`src/rtl/scvr_pkg.sv`:
```
`timescale 1ns / 1ps
// Shared types, widths and constants of the supply current/voltage regulator.
// No dependencies; used by every other file of the block.
package scvr_pkg;

    // Payload widths
    localparam int SAMPLE_W = 10;
    localparam int WSUM_W   = 16;
    localparam int CFG_W    = 10;
    localparam int CNT_W    = 4;
    localparam int VOLT_W   = 8;
    localparam int AMP_W    = 9;
    localparam int PHASE_W  = 10;
    localparam int LEVEL_W  = 13;
    localparam int CACC_W   = 14;

    // Bus widths
    localparam int AXIS_W = 32;
    localparam int APB_DW = 32;
    localparam int APB_AW = 4;

    // Default build values
    localparam int VOLT_SAMPLES_DEF = 8;
    localparam int WINDOW_LEN_DEF   = 50;

    // Converter full scale and derived limits
    localparam int ADC_MAX    = 1023;
    localparam int LEVEL_MAX  = 4960;
    localparam int CUR_LEVELS = 2;
    localparam int CACC_CAP   = CUR_LEVELS * LEVEL_MAX;
    localparam int PHASE_LOW  = 10;
    localparam int PHASE_HIGH = 1000;
    localparam int PHASE_RST  = PHASE_HIGH;

    // floor(avg * 157 / 1023) as a multiply by a rounded-up reciprocal
    localparam int VOLT_SCALE = 157;
    localparam int VOLT_SH    = 21;
    localparam int VOLT_MUL   = (VOLT_SCALE * (1 << VOLT_SH) + ADC_MAX - 1) / ADC_MAX;
    localparam int VOLT_MUL_W = 19;

    // floor(floor(sum / 2) / 17) == floor(sum / 34)
    localparam int AMP_DIV   = CUR_LEVELS * 17;
    localparam int AMP_SH    = 20;
    localparam int AMP_MUL   = ((1 << AMP_SH) + AMP_DIV - 1) / AMP_DIV;
    localparam int AMP_MUL_W = 15;
    localparam int AMP_MAX   = CACC_CAP / AMP_DIV;

    // Register reset values
    localparam int CUR_SP_RST  = 15;
    localparam int VOLT_SP_RST = 138;

    typedef enum logic [1:0] {
        REG_CUR_SP  = 2'd0,
        REG_VOLT_SP = 2'd1,
        REG_VMODE   = 2'd2,
        REG_OEN     = 2'd3
    } reg_idx_t;

    typedef struct packed {
        logic [CFG_W-1:0] current_setpoint;
        logic [CFG_W-1:0] voltage_setpoint;
        logic             voltage_mode;
        logic             output_enable;
    } cfg_t;

endpackage

```
`src/rtl/scvr_cfg.sv`:
```
`timescale 1ns / 1ps
// APB register bank of the regulator: setpoints, mode and output enable.
// Depends on scvr_pkg.
module scvr_cfg (
    input  logic                         clk,
    input  logic                         rst_n,
    input  logic                         psel,
    input  logic                         penable,
    input  logic                         pwrite,
    input  logic [scvr_pkg::APB_AW-1:0]  paddr,
    input  logic [scvr_pkg::APB_DW-1:0]  pwdata,
    output logic [scvr_pkg::APB_DW-1:0]  prdata,
    output logic                         pready,
    output scvr_pkg::cfg_t               cfg
);

    scvr_pkg::cfg_t     cfg_reg;
    scvr_pkg::cfg_t     cfg_next;
    scvr_pkg::reg_idx_t idx;
    logic               wr_en;

    assign pready = 1'b1;
    assign wr_en  = psel && penable && pwrite && pready;
    assign idx    = scvr_pkg::reg_idx_t'(paddr[scvr_pkg::APB_AW-1:2]);

    always_comb
    begin
        cfg_next = cfg_reg;
        if (wr_en)
        begin
            unique case (idx)
                scvr_pkg::REG_CUR_SP:  cfg_next.current_setpoint = pwdata[scvr_pkg::CFG_W-1:0];
                scvr_pkg::REG_VOLT_SP: cfg_next.voltage_setpoint = pwdata[scvr_pkg::CFG_W-1:0];
                scvr_pkg::REG_VMODE:   cfg_next.voltage_mode     = pwdata[0];
                scvr_pkg::REG_OEN:     cfg_next.output_enable    = pwdata[0];
            endcase
        end
    end

    always_ff @(posedge clk or negedge rst_n)
    begin
        if (!rst_n)
        begin
            cfg_reg.current_setpoint <= scvr_pkg::CFG_W'(scvr_pkg::CUR_SP_RST);
            cfg_reg.voltage_setpoint <= scvr_pkg::CFG_W'(scvr_pkg::VOLT_SP_RST);
            cfg_reg.voltage_mode     <= 1'b0;
            cfg_reg.output_enable    <= 1'b0;
        end
        else
        begin
            cfg_reg <= cfg_next;
        end
    end

    always_comb
    begin
        unique case (idx)
            scvr_pkg::REG_CUR_SP:  prdata = scvr_pkg::APB_DW'(cfg_reg.current_setpoint);
            scvr_pkg::REG_VOLT_SP: prdata = scvr_pkg::APB_DW'(cfg_reg.voltage_setpoint);
            scvr_pkg::REG_VMODE:   prdata = scvr_pkg::APB_DW'(cfg_reg.voltage_mode);
            scvr_pkg::REG_OEN:     prdata = scvr_pkg::APB_DW'(cfg_reg.output_enable);
        endcase
    end

    assign cfg = cfg_reg;

endmodule

```
`src/rtl/supply_current_voltage_regulator.sv`:
```
`timescale 1ns / 1ps
// Regulator of a phase-controlled supply: sample averaging, current level,
// phase delay and gate control. Depends on scvr_pkg and scvr_cfg.
//
// Usage:
//   s_* carries one converter event per transaction: s_tuser says which
//   channel was converted, s_tdata holds the voltage sample and the current
//   window sum. m_* returns one result per event: both readings, the phase
//   delay, the limit flag, the gate level and the channel to convert next.
//   The APB port sets the setpoints, the mode and the output enable; write
//   it only while no event is in flight.
// Timing:
//   Accepted events pass stages 1 to 5 and the output stage to m_*, one per
//   cycle unless a stall backs them up. The counter and voltage accumulator
//   update at acceptance; the reciprocal multiplies take stages 2, 3 and 5,
//   the current accumulator stage 4 and the phase/gate update the output stage.
// Reset:
//   All stages empty, counters and accumulators zero, phase delay 1000,
//   registers back to their defaults.
// Stall:
//   While m_tready is low the result holds; the stages behind it keep
//   filling, and s_tready drops once all six stages hold an event.
module supply_current_voltage_regulator #(
    parameter int VOLT_SAMPLES = scvr_pkg::VOLT_SAMPLES_DEF,
    parameter int WINDOW_LEN   = scvr_pkg::WINDOW_LEN_DEF
) (
    input  logic                         clk,
    input  logic                         rst_n,
    // s_tdata: voltage_sample[9:0], window_sum[25:10], zero[31:26]
    input  logic                         s_tvalid,
    output logic                         s_tready,
    input  logic [scvr_pkg::AXIS_W-1:0]  s_tdata,
    // s_tuser: func[0]
    input  logic [0:0]                   s_tuser,
    // m_tdata: voltage_reading[7:0], current_reading[16:8], phase_delay[26:17],
    //          limit_flag[27], gate_on[28], next_channel[29], zero[31:30]
    output logic                         m_tvalid,
    input  logic                         m_tready,
    output logic [scvr_pkg::AXIS_W-1:0]  m_tdata,
    input  logic                         psel,
    input  logic                         penable,
    input  logic                         pwrite,
    input  logic [scvr_pkg::APB_AW-1:0]  paddr,
    input  logic [scvr_pkg::APB_DW-1:0]  pwdata,
    output logic [scvr_pkg::APB_DW-1:0]  prdata,
    output logic                         pready
);

    localparam int SW = scvr_pkg::SAMPLE_W;
    localparam int WW = scvr_pkg::WSUM_W;
    localparam int NW = scvr_pkg::CNT_W;
    localparam int CW = scvr_pkg::CFG_W;
    localparam int PW = scvr_pkg::PHASE_W;

    localparam int VACC_CAP = scvr_pkg::ADC_MAX * VOLT_SAMPLES;
    localparam int VACC_W   = $clog2(VACC_CAP + 1);
    localparam int AVG_SH   = VACC_W + $clog2(VOLT_SAMPLES);
    localparam longint unsigned AVG_MUL =
        ((64'd1 << AVG_SH) + 64'(VOLT_SAMPLES) - 64'd1) / 64'(VOLT_SAMPLES);
    localparam int AVG_MUL_W = $clog2(AVG_MUL + 64'd1);
    localparam int AVG_PW    = VACC_W + AVG_MUL_W;

    localparam int FULL   = scvr_pkg::ADC_MAX * WINDOW_LEN;
    localparam int FULL_W = $clog2(FULL + 1);
    localparam int CMP_W  = (FULL_W > WW) ? FULL_W : WW;
    localparam int LVL_SH = 2 * $clog2(FULL);
    localparam longint unsigned LVL_MUL =
        ((64'(scvr_pkg::LEVEL_MAX) << LVL_SH) + 64'(FULL) - 64'd1) / 64'(FULL);
    localparam int LVL_MUL_W = $clog2(LVL_MUL + 64'd1);
    localparam int LVL_PW    = WW + LVL_MUL_W;

    localparam int VPROD_W = SW + scvr_pkg::VOLT_MUL_W;
    localparam int APROD_W = scvr_pkg::CACC_W + scvr_pkg::AMP_MUL_W;
    localparam int STAGES  = 6;

    scvr_pkg::cfg_t cfg;

    scvr_cfg u_cfg (
        .clk     (clk),
        .rst_n   (rst_n),
        .psel    (psel),
        .penable (penable),
        .pwrite  (pwrite),
        .paddr   (paddr),
        .pwdata  (pwdata),
        .prdata  (prdata),
        .pready  (pready),
        .cfg     (cfg)
    );

    // ---------------------------------------------------------------
    // Stage valids and flow control
    // ---------------------------------------------------------------
    logic [STAGES-1:0] vld_reg;
    logic [STAGES-1:0] vld_next;
    logic [STAGES-1:0] vin;
    logic [STAGES-1:0] load;
    logic [STAGES:0]   rdy;

    always_comb
    begin
        rdy[STAGES] = m_tready;
        for (int k = STAGES - 1; k >= 0; k--)
        begin
            rdy[k] = !vld_reg[k] || rdy[k+1];
        end
    end

    assign vin      = {vld_reg[STAGES-2:0], s_tvalid};
    assign load     = rdy[STAGES-1:0] & vin;
    assign vld_next = (rdy[STAGES-1:0] & vin) | (~rdy[STAGES-1:0] & vld_reg);
    assign s_tready = rdy[0];
    assign m_tvalid = vld_reg[STAGES-1];

    always_ff @(posedge clk or negedge rst_n)
    begin
        if (!rst_n)
            vld_reg <= '0;
        else
            vld_reg <= vld_next;
    end

    // ---------------------------------------------------------------
    // Front: shared counter, channel and voltage accumulator
    // ---------------------------------------------------------------
    logic              in_func;
    logic [SW-1:0]     in_sample;
    logic [WW-1:0]     in_wsum;

    logic [NW-1:0]     cnt_reg, cnt_next;
    logic              chan_reg, chan_next;
    logic [VACC_W-1:0] vacc_reg, vacc_next;

    logic [VACC_W:0]   vsum;
    logic [VACC_W-1:0] vacc_sat;
    logic [NW:0]       vinc;
    logic [NW:0]       cinc;
    logic [NW-1:0]     cnt_mid;
    logic              chan_mid;
    logic              f_vhit;
    logic              f_docur;
    logic              f_chit;
    logic [WW-1:0]     s_clamp;

    assign in_func   = s_tuser[0];
    assign in_sample = s_tdata[SW-1:0];
    assign in_wsum   = s_tdata[SW+WW-1:SW];

    always_comb
    begin
        vsum     = (VACC_W+1)'(vacc_reg) + (VACC_W+1)'(in_sample);
        vacc_sat = (vsum > (VACC_W+1)'(VACC_CAP)) ? VACC_W'(VACC_CAP) : vsum[VACC_W-1:0];

        // voltage step
        vinc      = (NW+1)'(cnt_reg) + (NW+1)'(1);
        f_vhit    = !in_func && (vinc == (NW+1)'(VOLT_SAMPLES));
        cnt_mid   = cnt_reg;
        chan_mid  = chan_reg;
        vacc_next = vacc_reg;
        if (!in_func)
        begin
            cnt_mid   = f_vhit ? '0 : vinc[NW-1:0];
            chan_mid  = f_vhit ? 1'b1 : chan_reg;
            vacc_next = f_vhit ? '0 : vacc_sat;
        end

        // current step, on the same transaction once the channel is current
        f_docur   = in_func || chan_mid;
        cinc      = (NW+1)'(cnt_mid) + (NW+1)'(1);
        f_chit    = f_docur && (cinc == (NW+1)'(scvr_pkg::CUR_LEVELS));
        cnt_next  = cnt_mid;
        chan_next = chan_mid;
        if (f_docur)
        begin
            cnt_next  = f_chit ? '0 : cinc[NW-1:0];
            chan_next = f_chit ? 1'b0 : chan_mid;
        end

        s_clamp = (CMP_W'(in_wsum) > CMP_W'(FULL)) ? WW'(FULL) : in_wsum;
    end

    always_ff @(posedge clk or negedge rst_n)
    begin
        if (!rst_n)
        begin
            cnt_reg  <= '0;
            chan_reg <= 1'b0;
            vacc_reg <= '0;
        end
        else if (load[0])
        begin
            cnt_reg  <= cnt_next;
            chan_reg <= chan_next;
            vacc_reg <= vacc_next;
        end
    end

    // ---------------------------------------------------------------
    // Stage 1: event flags, accumulated voltage, clamped window sum
    // ---------------------------------------------------------------
    logic              p1_vhit_reg, p1_docur_reg, p1_chit_reg, p1_chan_reg;
    logic [VACC_W-1:0] p1_vacc_reg;
    logic [WW-1:0]     p1_s_reg;

    always_ff @(posedge clk)
    begin
        if (load[0])
        begin
            p1_vhit_reg  <= f_vhit;
            p1_docur_reg <= f_docur;
            p1_chit_reg  <= f_chit;
            p1_chan_reg  <= chan_next;
            p1_vacc_reg  <= vacc_sat;
            p1_s_reg     <= s_clamp;
        end
    end

    // ---------------------------------------------------------------
    // Stage 2: reciprocal products for the average and the level
    // ---------------------------------------------------------------
    logic              p2_vhit_reg, p2_docur_reg, p2_chit_reg, p2_chan_reg;
    logic [AVG_PW-1:0] p2_avgprod_reg, p2_avgprod_next;
    logic [LVL_PW-1:0] p2_lvlprod_reg, p2_lvlprod_next;

    assign p2_avgprod_next = AVG_PW'(p1_vacc_reg) * AVG_PW'(AVG_MUL);
    assign p2_lvlprod_next = LVL_PW'(p1_s_reg) * LVL_PW'(LVL_MUL);

    always_ff @(posedge clk)
    begin
        if (load[1])
        begin
            p2_vhit_reg    <= p1_vhit_reg;
            p2_docur_reg   <= p1_docur_reg;
            p2_chit_reg    <= p1_chit_reg;
            p2_chan_reg    <= p1_chan_reg;
            p2_avgprod_reg <= p2_avgprod_next;
            p2_lvlprod_reg <= p2_lvlprod_next;
        end
    end

    // ---------------------------------------------------------------
    // Stage 3: scale the average, take the integer level
    // ---------------------------------------------------------------
    logic                        p3_vhit_reg, p3_docur_reg, p3_chit_reg, p3_chan_reg;
    logic [VPROD_W-1:0]          p3_vprod_reg, p3_vprod_next;
    logic [scvr_pkg::LEVEL_W-1:0] p3_level_reg, p3_level_next;
    logic [SW-1:0]               avg;

    assign avg           = SW'(p2_avgprod_reg >> AVG_SH);
    assign p3_vprod_next = VPROD_W'(avg) * VPROD_W'(scvr_pkg::VOLT_MUL);
    assign p3_level_next = scvr_pkg::LEVEL_W'(p2_lvlprod_reg >> LVL_SH);

    always_ff @(posedge clk)
    begin
        if (load[2])
        begin
            p3_vhit_reg  <= p2_vhit_reg;
            p3_docur_reg <= p2_docur_reg;
            p3_chit_reg  <= p2_chit_reg;
            p3_chan_reg  <= p2_chan_reg;
            p3_vprod_reg <= p3_vprod_next;
            p3_level_reg <= p3_level_next;
        end
    end

    // ---------------------------------------------------------------
    // Stage 4: current accumulator and previous level
    // ---------------------------------------------------------------
    logic [scvr_pkg::CACC_W-1:0]  cacc_reg, cacc_next;
    logic [scvr_pkg::LEVEL_W-1:0] lvl_reg, lvl_next;
    logic [scvr_pkg::CACC_W-1:0]  csum_raw;
    logic [scvr_pkg::CACC_W-1:0]  csum;

    logic                          p4_vhit_reg, p4_chit_reg, p4_chan_reg;
    logic [scvr_pkg::VOLT_W-1:0]   p4_volt_reg, p4_volt_next;
    logic [scvr_pkg::CACC_W-1:0]   p4_csum_reg;

    always_comb
    begin
        csum_raw = cacc_reg + scvr_pkg::CACC_W'(lvl_reg);
        csum     = (csum_raw > scvr_pkg::CACC_W'(scvr_pkg::CACC_CAP))
                   ? scvr_pkg::CACC_W'(scvr_pkg::CACC_CAP) : csum_raw;
        cacc_next = cacc_reg;
        lvl_next  = lvl_reg;
        if (p3_docur_reg)
        begin
            cacc_next = p3_chit_reg ? '0 : csum;
            lvl_next  = p3_level_reg;
        end
        p4_volt_next = scvr_pkg::VOLT_W'(p3_vprod_reg >> scvr_pkg::VOLT_SH);
    end

    always_ff @(posedge clk or negedge rst_n)
    begin
        if (!rst_n)
        begin
            cacc_reg <= '0;
            lvl_reg  <= '0;
        end
        else if (load[3])
        begin
            cacc_reg <= cacc_next;
            lvl_reg  <= lvl_next;
        end
    end

    always_ff @(posedge clk)
    begin
        if (load[3])
        begin
            p4_vhit_reg <= p3_vhit_reg;
            p4_chit_reg <= p3_chit_reg;
            p4_chan_reg <= p3_chan_reg;
            p4_volt_reg <= p4_volt_next;
            p4_csum_reg <= csum;
        end
    end

    // ---------------------------------------------------------------
    // Stage 5: divide the level sum by 34
    // ---------------------------------------------------------------
    logic                        p5_vhit_reg, p5_chit_reg, p5_chan_reg;
    logic [scvr_pkg::VOLT_W-1:0] p5_volt_reg;
    logic [APROD_W-1:0]          p5_aprod_reg, p5_aprod_next;

    assign p5_aprod_next = APROD_W'(p4_csum_reg) * APROD_W'(scvr_pkg::AMP_MUL);

    always_ff @(posedge clk)
    begin
        if (load[4])
        begin
            p5_vhit_reg  <= p4_vhit_reg;
            p5_chit_reg  <= p4_chit_reg;
            p5_chan_reg  <= p4_chan_reg;
            p5_volt_reg  <= p4_volt_reg;
            p5_aprod_reg <= p5_aprod_next;
        end
    end

    // ---------------------------------------------------------------
    // Output stage: readings, limit, phase and gate
    // ---------------------------------------------------------------
    logic [scvr_pkg::VOLT_W-1:0] volt_reg, volt_next;
    logic [scvr_pkg::AMP_W-1:0]  amp_reg, amp_next;
    logic [PW-1:0]               phase_reg, phase_next;
    logic                        limit_reg, limit_next;
    logic                        gate_reg, gate_next;
    logic                        ochan_reg;
    logic [scvr_pkg::AMP_W-1:0]  amp_new;

    always_comb
    begin
        amp_new    = scvr_pkg::AMP_W'(p5_aprod_reg >> scvr_pkg::AMP_SH);
        volt_next  = volt_reg;
        limit_next = limit_reg;
        amp_next   = amp_reg;
        phase_next = phase_reg;
        gate_next  = gate_reg;

        if (p5_vhit_reg)
        begin
            volt_next  = p5_volt_reg;
            limit_next = (CW'(p5_volt_reg) >= cfg.voltage_setpoint) && cfg.voltage_mode;
        end

        if (p5_chit_reg)
        begin
            amp_next = amp_new;
            // nudge the firing delay toward the current setpoint
            if (!limit_next || !cfg.voltage_mode)
            begin
                priority if (cfg.current_setpoint > CW'(amp_new)
                             && phase_reg > PW'(scvr_pkg::PHASE_LOW))
                    phase_next = phase_reg - PW'(1);
                else if (cfg.current_setpoint < CW'(amp_new)
                         && phase_reg < PW'(scvr_pkg::PHASE_HIGH))
                    phase_next = phase_reg + PW'(1);
            end
            if ((cfg.voltage_mode || limit_next) && cfg.output_enable)
                gate_next = cfg.voltage_setpoint >= CW'(volt_next);
        end
    end

    always_ff @(posedge clk or negedge rst_n)
    begin
        if (!rst_n)
        begin
            volt_reg  <= '0;
            amp_reg   <= '0;
            phase_reg <= PW'(scvr_pkg::PHASE_RST);
            limit_reg <= 1'b0;
            gate_reg  <= 1'b0;
            ochan_reg <= 1'b0;
        end
        else if (load[STAGES-1])
        begin
            volt_reg  <= volt_next;
            amp_reg   <= amp_next;
            phase_reg <= phase_next;
            limit_reg <= limit_next;
            gate_reg  <= gate_next;
            ochan_reg <= p5_chan_reg;
        end
    end

    assign m_tdata = {2'b00, ochan_reg, gate_reg, limit_reg, phase_reg, amp_reg, volt_reg};

endmodule

```
`config.mk`:
```
export PLATFORM = sky130hd
export DESIGN_NAME = supply_current_voltage_regulator
export DESIGN_NICKNAME = d
export VERILOG_FILES = /design/src/rtl/scvr_pkg.sv /design/src/rtl/scvr_cfg.sv /design/src/rtl/supply_current_voltage_regulator.sv
export SDC_FILE = /design/constraint.sdc
export NUM_CORES = 1
export LEC_CHECK = 0
export ABC_AREA = 1
export BUFFER_PORTS_ARGS = -buffer_cell sky130_fd_sc_hd__clkbuf_2
export CAP_MARGIN = 20
export CORE_MARGIN = 2
export CORE_UTILIZATION = 35
export DETAILED_ROUTE_END_ITERATION = 10
export PLACE_DENSITY_LB_ADDON = 0.3
export SYNTH_ARGS = -nofsm -noshare
export SYNTH_HDL_FRONTEND = slang
export SYNTH_SLANG_ARGS = --single-unit
```
`constraint.sdc`:
```
create_clock -name clk -period 5.5 [get_ports clk]
set_input_delay 0.825 -clock clk [delete_from_list [all_inputs] [get_ports clk]]
set_output_delay 0.825 -clock clk [all_outputs]
set_load 0.03 [all_outputs]
```
==> results.cfg, run 1 <==
[run_status]
status = completed

[cts]
cts-root-buf = clkbuf_16
cts_sinks = 230
cts.htree.levels = 1
tritoncts_clock_tree = done
clk_pin_slew_ns = 0.07
clk_latency_ns = 0.57
cts-root-to-sink-buffers = 3
cts-buffers-inserted = 27

[die]
floorplan.rows = 96
die_y_um = 268
die_x_um = 268
floorplan.initialDensity_pct = 35.4
num_io_pins = 143
floorplan.core_area_um2 = 68800
die_area_um2 = 71800

[worst_setup_path]
cpMostUsedCell = fa_1
worst-path-max-fanout = 4
critical_path.cell_chain = fa_1, fa_1, inv_1, fa_1, fa_1, inv_1, fa_1, fa_1, ha_4, a21oi_2, o21ai_0, a21oi_1, o21ai_0, nand2_1, nand2_1, nand2_1, nand2_1, xor2_1
critical_path.startpoint_type = flop
cp.arrival_ns = 5.60
cpPeakStageDelay_ns = 0.62
cp-end-kind = flop
cp.required_ns = 5.81
buf_inv_stages_crit_path = 2
critical_path_class = flop to flop
cpMaxStageDelayCell = fa_1
cp_top_family = adder cells

[timing]
final_hold_viol_count = 0
slew-limit-headroom_pct = 33.4
tns_ns = 0
max_freq_mhz = 189
finalClockSkew_ns = 0.0155
maxSlewViolCount = 0
fin_crit_sh_pct = 96.1
fin_worst_hold_slack_ns = 0.287
number_of_setup_violations_in_the_final_report = 0
worst_pin_slew_ns = 0.998
fin_crit_ns = 5.29

[place]
gp_congestion = 0.913
port-buffer-count = 87
dp.final_hpwl_um = 46700

[yosys]
netlist_area_um2 = 24400
yosysSeqAreaShare_pct = 26.3
synth-seq-cells = 230
ys.warnings.count = 0
synthCells = 2723
yosysUniqueCellTypes = 56
syn_area_per_cell_um2 = 8.96
async_reset_ff_share_pct = 44.8
edff_count_synth = 127
dominantRegCellSynth = edfxtp_1

[detailed_routing]
route.final.wire_length_um = 54900
antenna_left = 0
route.detailed.vias_per_inst = 4.65
pre_antenna_drt_iters = 9
drt_iter0_drc = 928
route.detailed.wl_per_inst_um = 14.5
vias = 17609
drc = 0

[global_route]
largest_net_degree_at_the_start_of_global_routing = 55
grt_pass1_vias = 18021
track_usage_pct = 15.6
grt_first_pass_wirelength_um = 90900
overflow = 0
grt_antenna_before_repair = 0

[layout]
share_of_cells_above_drive_strength_1_pct = 7.83
layout.nets = 3556
n_antenna_cell = 0
post-route-util_pct = 39.1
flow.area_growth_from_synthesis_pct = 10.3
largest_register_ffs = 22

[job]
maxCapViolCount = 0

[worst_hold_path]
timing.hold.worst.class = input port to async pin
==> cells by family (layout without fill, tap and decap cells) <==
| logic type | Yosys count | after routing | share of synthesized area, % |
|---|---|---|---|
| XOR/XNOR | 49 | 49 | 1.79 |
| AO/OA/AOI/OAI | 332 | 332 | 7.75 |
| adder cells (fa/ha/maj) | 642 | 642 | 39.3 |
| other | 2 | 25 | 0.0308 |
| flip-flops | 230 | 230 | 26.3 |
| multiplexers | 8 | 8 | 0.333 |
| buffers and inverters | 603 | 716 | 9.82 |
| AND/OR/NAND/NOR | 857 | 857 | 14.7 |
==> path summary, 6_finish.rpt <==
| check | startpoint | endpoint | slack (ns) | depth (start not counted) |
|---|---|---|---|---|
| worst max-delay path | p1_s_reg[13]$_SDFFCE_PN0P_ | p2_lvlprod_reg[38]$_DFFE_PP_ | 0.21 | 18 |
| worst min-delay path | rst_n | amp_reg[5]$_DFFE_PN0P_ | 0.29 | 1 |
| worst max register to register | p1_s_reg[13]$_SDFFCE_PN0P_ | p2_lvlprod_reg[38]$_DFFE_PP_ | 0.21 | 18 |
| worst min register to register | p1_vacc_reg[10]$_DFFE_PP_ | p2_avgprod_reg[23]$_DFFE_PP_ | 0.42 | 0 |
| max in group asynchronous | rst_n | vacc_reg[10]$_DFFE_PN0P_ | 3.98 | 2 |
| min in group clk | p1_vacc_reg[10]$_DFFE_PP_ | p2_avgprod_reg[23]$_DFFE_PP_ | 0.42 | 0 |
==> through the flow <==
stage / std cells / cell area, um2 / setup WS [ns]
floorplan: 2746 / 24500 / 0.613
global placement: 3738 / 26000 / 0.110
detailed placement: 3738 / 26000 / 0.0994
CTS: 3788 / 26800 / 0.0934
global route: 3790 / 26900 / -0.00323
finish: 3790 / 26900 / 0.213
==> final cells by class <==
cell class / count / area, um2
clock inverters: 15 / 113
flip-flops and latches: 230 / 6410
fillers: 6959 / 41900
inverters: 553 / 2080
clock buffers: 35 / 757
well taps: 931 / 1160
repair buffers: 113 / 633
multi-input cells: 1913 / 15700
==> synth_stat cells, drive strengths merged, types with 2 or more instances <==
| cell type | n | area share [%] |
|---|---|---|
| o221ai | 2 | 0.072 |
| nor3b | 2 | 0.082 |
| o31ai | 3 | 0.092 |
| o2111ai | 4 | 0.14 |
| dfrtp | 90 | 9.2 |
| or2 | 13 | 0.33 |
| a211oi | 2 | 0.062 |
| nand2 | 534 | 8.4 |
| mux2i | 7 | 0.29 |
| and3 | 3 | 0.077 |
| inv | 553 | 8.5 |
| a21boi | 10 | 0.31 |
| nor4 | 9 | 0.23 |
| edfxtp | 127 | 16 |
| a21oi | 124 | 2.6 |
| buf | 36 | 1.1 |
| conb | 2 | 0.031 |
| o21a | 10 | 0.31 |
| nand3 | 93 | 1.9 |
| nor2 | 145 | 2.3 |
| a31oi | 20 | 0.51 |
| nor3 | 23 | 0.47 |
| o21bai | 11 | 0.34 |
| clkbuf | 14 | 0.22 |
| o22ai | 2 | 0.051 |
| o21ai | 115 | 2.4 |
| xnor2 | 13 | 0.47 |
| o211ai | 9 | 0.30 |
| ha | 436 | 22 |
| dfstp | 13 | 1.4 |
| nand3b | 10 | 0.31 |
| fa | 206 | 17 |
| nand4 | 25 | 0.64 |
| a21o | 14 | 0.43 |
| xor2 | 36 | 1.3 |
==> routing by layer <==
metal / track usage [%] / part of all wire (%) / wire [um] / vias up
met5: 0 / 0 / 0 / -
met4: 2.73 / 1.7 / 933 / 0
met3: 2.11 / 3.4 / 1860 / 52
met2: 27.3 / 48 / 26100 / 246
met1: 20.8 / 47 / 26000 / 8310
li1: - / - / - / 9001
==> cell usage in the layout (no fill, tap or decap), types with 4 or more instances in the layout <==
cell type / synthesis / layout
clkbuf_1: 14 / 4
fa_1: 206 / 206
edfxtp_1: 127 / 127
nor3_1: 23 / 22
clkinv_2: 0 / 8
nand3b_1: 10 / 10
clkbuf_2: 0 / 86
o2111ai_1: 4 / 4
buf_4: 28 / 27
o21a_1: 10 / 10
a21oi_2: 1 / 4
inv_2: 4 / 4
ha_1: 436 / 433
nor2_2: 5 / 8
a21oi_1: 123 / 120
xnor2_1: 13 / 13
nor4_1: 9 / 7
nand4_1: 25 / 25
nand2_2: 8 / 8
a21boi_0: 9 / 9
dfrtp_1: 90 / 90
o21bai_1: 11 / 11
xor2_1: 35 / 35
mux2i_1: 7 / 7
nand2_1: 523 / 523
nor2_1: 140 / 137
or2_2: 12 / 12
o211ai_1: 8 / 8
o21ai_0: 115 / 114
conb_1: 2 / 25
a21o_1: 14 / 14
a31oi_1: 20 / 20
inv_1: 549 / 549
dfstp_2: 13 / 13
clkbuf_16: 0 / 28
nand3_1: 92 / 91
==> timing repair <==
| action | in CTS | in global routing |
|---|---|---|
| resized for setup | 0 | 12 |
| setup buffers | 0 | 2 |
| endpoints found under the setup margin | 0 | 14 |
| hold buffers | 0 | 0 |
Power of run 1 is not shown: default switching activity piles up to over one toggle a cycle in this logic, so the estimate is an artifact.
==> run 2, diff against run 1 <==
--- a/config.mk
+++ b/config.mk
@@ -8,10 +8,11 @@
 export ABC_AREA = 1
 export BUFFER_PORTS_ARGS = -buffer_cell sky130_fd_sc_hd__clkbuf_2
 export CAP_MARGIN = 20
-export CORE_MARGIN = 2
+export CORE_ASPECT_RATIO = 0.8
 export CORE_UTILIZATION = 35
 export DETAILED_ROUTE_END_ITERATION = 10
 export PLACE_DENSITY_LB_ADDON = 0.3
 export SYNTH_ARGS = -nofsm -noshare
 export SYNTH_HDL_FRONTEND = slang
+export SYNTH_HIERARCHICAL = 1
 export SYNTH_SLANG_ARGS = --single-unit
==> run 2 against run 1 <==
  * Worst setup slack got worse by 0.023 ns
  * Synthesized cell count increased by 1.2%
  * Non-clock buffer count increased by 1
  * Final cell count up 0.69%
  * Register-to-register slack got worse by 0.02 ns
  * Synthesized area grew 0.98%
  * Clock skew up 0.0044 ns
  * Sequential cell count did not move
  * Cell area up 0.63%
  * Sequential share of layout area decreased by 0.15 points
  * Die area shrank 0.52%
  * First-iteration DRC count rose by 0.97%
  * Critical endpoint is now p2_lvlprod_reg[42]$_DFFE_PP_
  * Highest routed layer unchanged
==> results.cfg, run 2 <==
[worst_setup_path]
cp.arrival_ns = 5.60
cp-end-kind = flop
cp.required_ns = 5.79
critical_path.startpoint_type = flop
worst-path-max-fanout = 3
critical_path_class = flop to flop

[yosys]
edff_count_synth = 127
syn_area_per_cell_um2 = 8.94
yosysTopAreaCellShare_pct = 22.2
ys.warnings.count = 6
netlist_area_um2 = 24600
most_used_standard_cell_by_instance_count_after_synthesis = nand2_1
netlist_top_cells_area = ha_1 22%, fa_1 17%, edfxtp_1 15%
synth-seq-cells = 230
dominantRegCellSynth = edfxtp_1
yosysSeqAreaShare_pct = 26.0
async_reset_ff_share_pct = 44.8
synthCells = 2755
netlist_top_cells_count = 584 x nand2_1, 534 x inv_1, 437 x ha_1
yosys.area.top_type = ha_1
yosysUniqueCellTypes = 60

[timing]
max_freq_mhz = 188
unrepaired_setup_endpoints_after_global_routing = no
worst_path_setup_slack_after_routing_ns = 0.190
fin_crit_ns = 5.31
final_hold_viol_count = 0
finalClockSkew_ns = 0.0199
slew-limit-headroom_pct = 30.9
fin_crit_sh_pct = 96.5
worst_pin_slew_ns = 1.04
maxSlewViolCount = 0
tns_ns = 0
number_of_setup_violations_in_the_final_report = 0

[cts]
cts-root-buf = clkbuf_16
clk_latency_ns = 0.56
cts.htree.levels = 1
cts_sinks = 230
clk_pin_slew_ns = 0.07
cts-root-to-sink-buffers = 3
cts-buffers-inserted = 25
tritoncts_clock_tree = done

[global_route]
track_usage_pct = 15.6
grt_first_pass_wirelength_um = 90800
grt_antenna_before_repair = 0
grt_pass1_vias = 17350
met2_usage_pct = 24.3
layer_carrying_the_most_global_route_usage = met2
grt_use_met1_pct = 23.6
overflow = 0
largest_net_degree_at_the_start_of_global_routing = 67
grt.met3_usage_pct = 1.80

[place]
gp_congestion = 0.908
dpl_worst_slack_ns = 0.147
port-buffer-count = 87
dpl.cell_count = 3766
dp.final_hpwl_um = 46900

[layout]
final_common_cell = nand2_1
n_antenna_cell = 0
share_of_cells_above_drive_strength_1_pct = 8.37
post-route-util_pct = 39.1
fill_count = 6991
layout.nets = 3592
flow.area_growth_from_synthesis_pct = 9.87
most_frequent_cells_in_the_layout = 583 x nand2_1, 534 x inv_1, 435 x ha_1, 206 x fa_1, 141 x nor2_1
largest_register_ffs = 22
layout.cells.non_filler = 3816

[job]
maxCapViolCount = 0

[worst_hold_path]
timing.hold.worst.class = flop to flop

[run_status]
status = completed

[die]
die_area_um2 = 71500
floorplan.initialDensity_pct = 35.6
floorplan.rows = 86
die_y_um = 239
num_io_pins = 143
die_x_um = 299
floorplan.core_area_um2 = 69200

[detailed_routing]
drt_iter0_drc = 937
route.detailed.vias_per_inst = 4.62
pre_antenna_drt_iters = 5
antenna_left = 0
vias = 17622
route.final.wire_length_um = 55300
route.detailed.wl_per_inst_um = 14.5
drc = 0
## run 2: repair_timing
action / in CTS / in global routing
setup endpoints to repair: 0 / 8
setup buffers: 0 / 4
gates resized for setup: 0 / 8
hold buffers: 0 / 0
## run 2: cells by family after synthesis
| group | synth area share (%) |
|---|---|
| xor+xnor | 1.95 |
| other cells | 0.0457 |
| mux | 0.330 |
| buf+inv | 9.52 |
| flops | 26.0 |
| compound gates | 6.95 |
| fa+ha+maj | 38.9 |
| simple gates | 16.3 |
## run 2: path summary, 6_finish.rpt
path                       cells after the start                      endpoint                          from  slack [ns]
max in group asynchronous                      2       vacc_reg[6]$_DFFE_PN0P_                         rst_n        3.95
min reg2reg                                    0     p3_level_reg[5]$_DFFE_PP_  p2_lvlprod_reg[37]$_DFFE_PP_        0.40
max reg2reg                                   16  p2_lvlprod_reg[42]$_DFFE_PP_    p1_s_reg[13]$_SDFFCE_PN0P_        0.19
min                                            0     p3_level_reg[5]$_DFFE_PP_  p2_lvlprod_reg[37]$_DFFE_PP_        0.40
min in group asynchronous                      1        amp_reg[0]$_DFFE_PN0P_                         rst_n        0.41
max                                           16  p2_lvlprod_reg[42]$_DFFE_PP_    p1_s_reg[13]$_SDFFCE_PN0P_        0.19
## run 2: critical path: stages (launching register included)
cell and delay [ns]:
edfxtp_1 0.44, fa_1 0.46, fa_1 0.49, inv_1 0.06, fa_1 0.49, fa_1 0.55
inv_1 0.05, fa_1 0.48, fa_1 0.53, ha_1 0.35, a21oi_1 0.18, o21a_1 0.17
a21boi_1 0.25, nor2_1 0.07, o21ai_0 0.15, nand3_1 0.17, xor2_1 0.17
## run 2: layout make-up
cell class	count	area, um2	share of cell area (%)
Clock buffer	29	661	2.44
Clock inverter	17	155	0.573
Inverter	542	2030	7.52
Multi-Input combinational cell	1960	16000	59.2
Sequential cell	230	6410	23.7
Tap cell	924	1160	4.27
Timing Repair Buffer	114	641	2.37
## run 2: per-stage QoR
stage	hold WS (ns)	cell area, um2
finish	0.398	27100
global route	0.402	27100
CTS	0.403	27000
detailed placement	0.405	26200
global placement	0.400	26200
floorplan	0.400	24700
## run 2: per-layer routing
layer / part of all wire (%) / vias up / wire [um]
met5: 0 / - / 0
met4: 1.3 / 0 / 733
met3: 3.7 / 45 / 2050
met2: 42 / 278 / 23300
met1: 53 / 8208 / 29200
li1: - / 9091 / -
Power of run 2 is left out for the same reason.
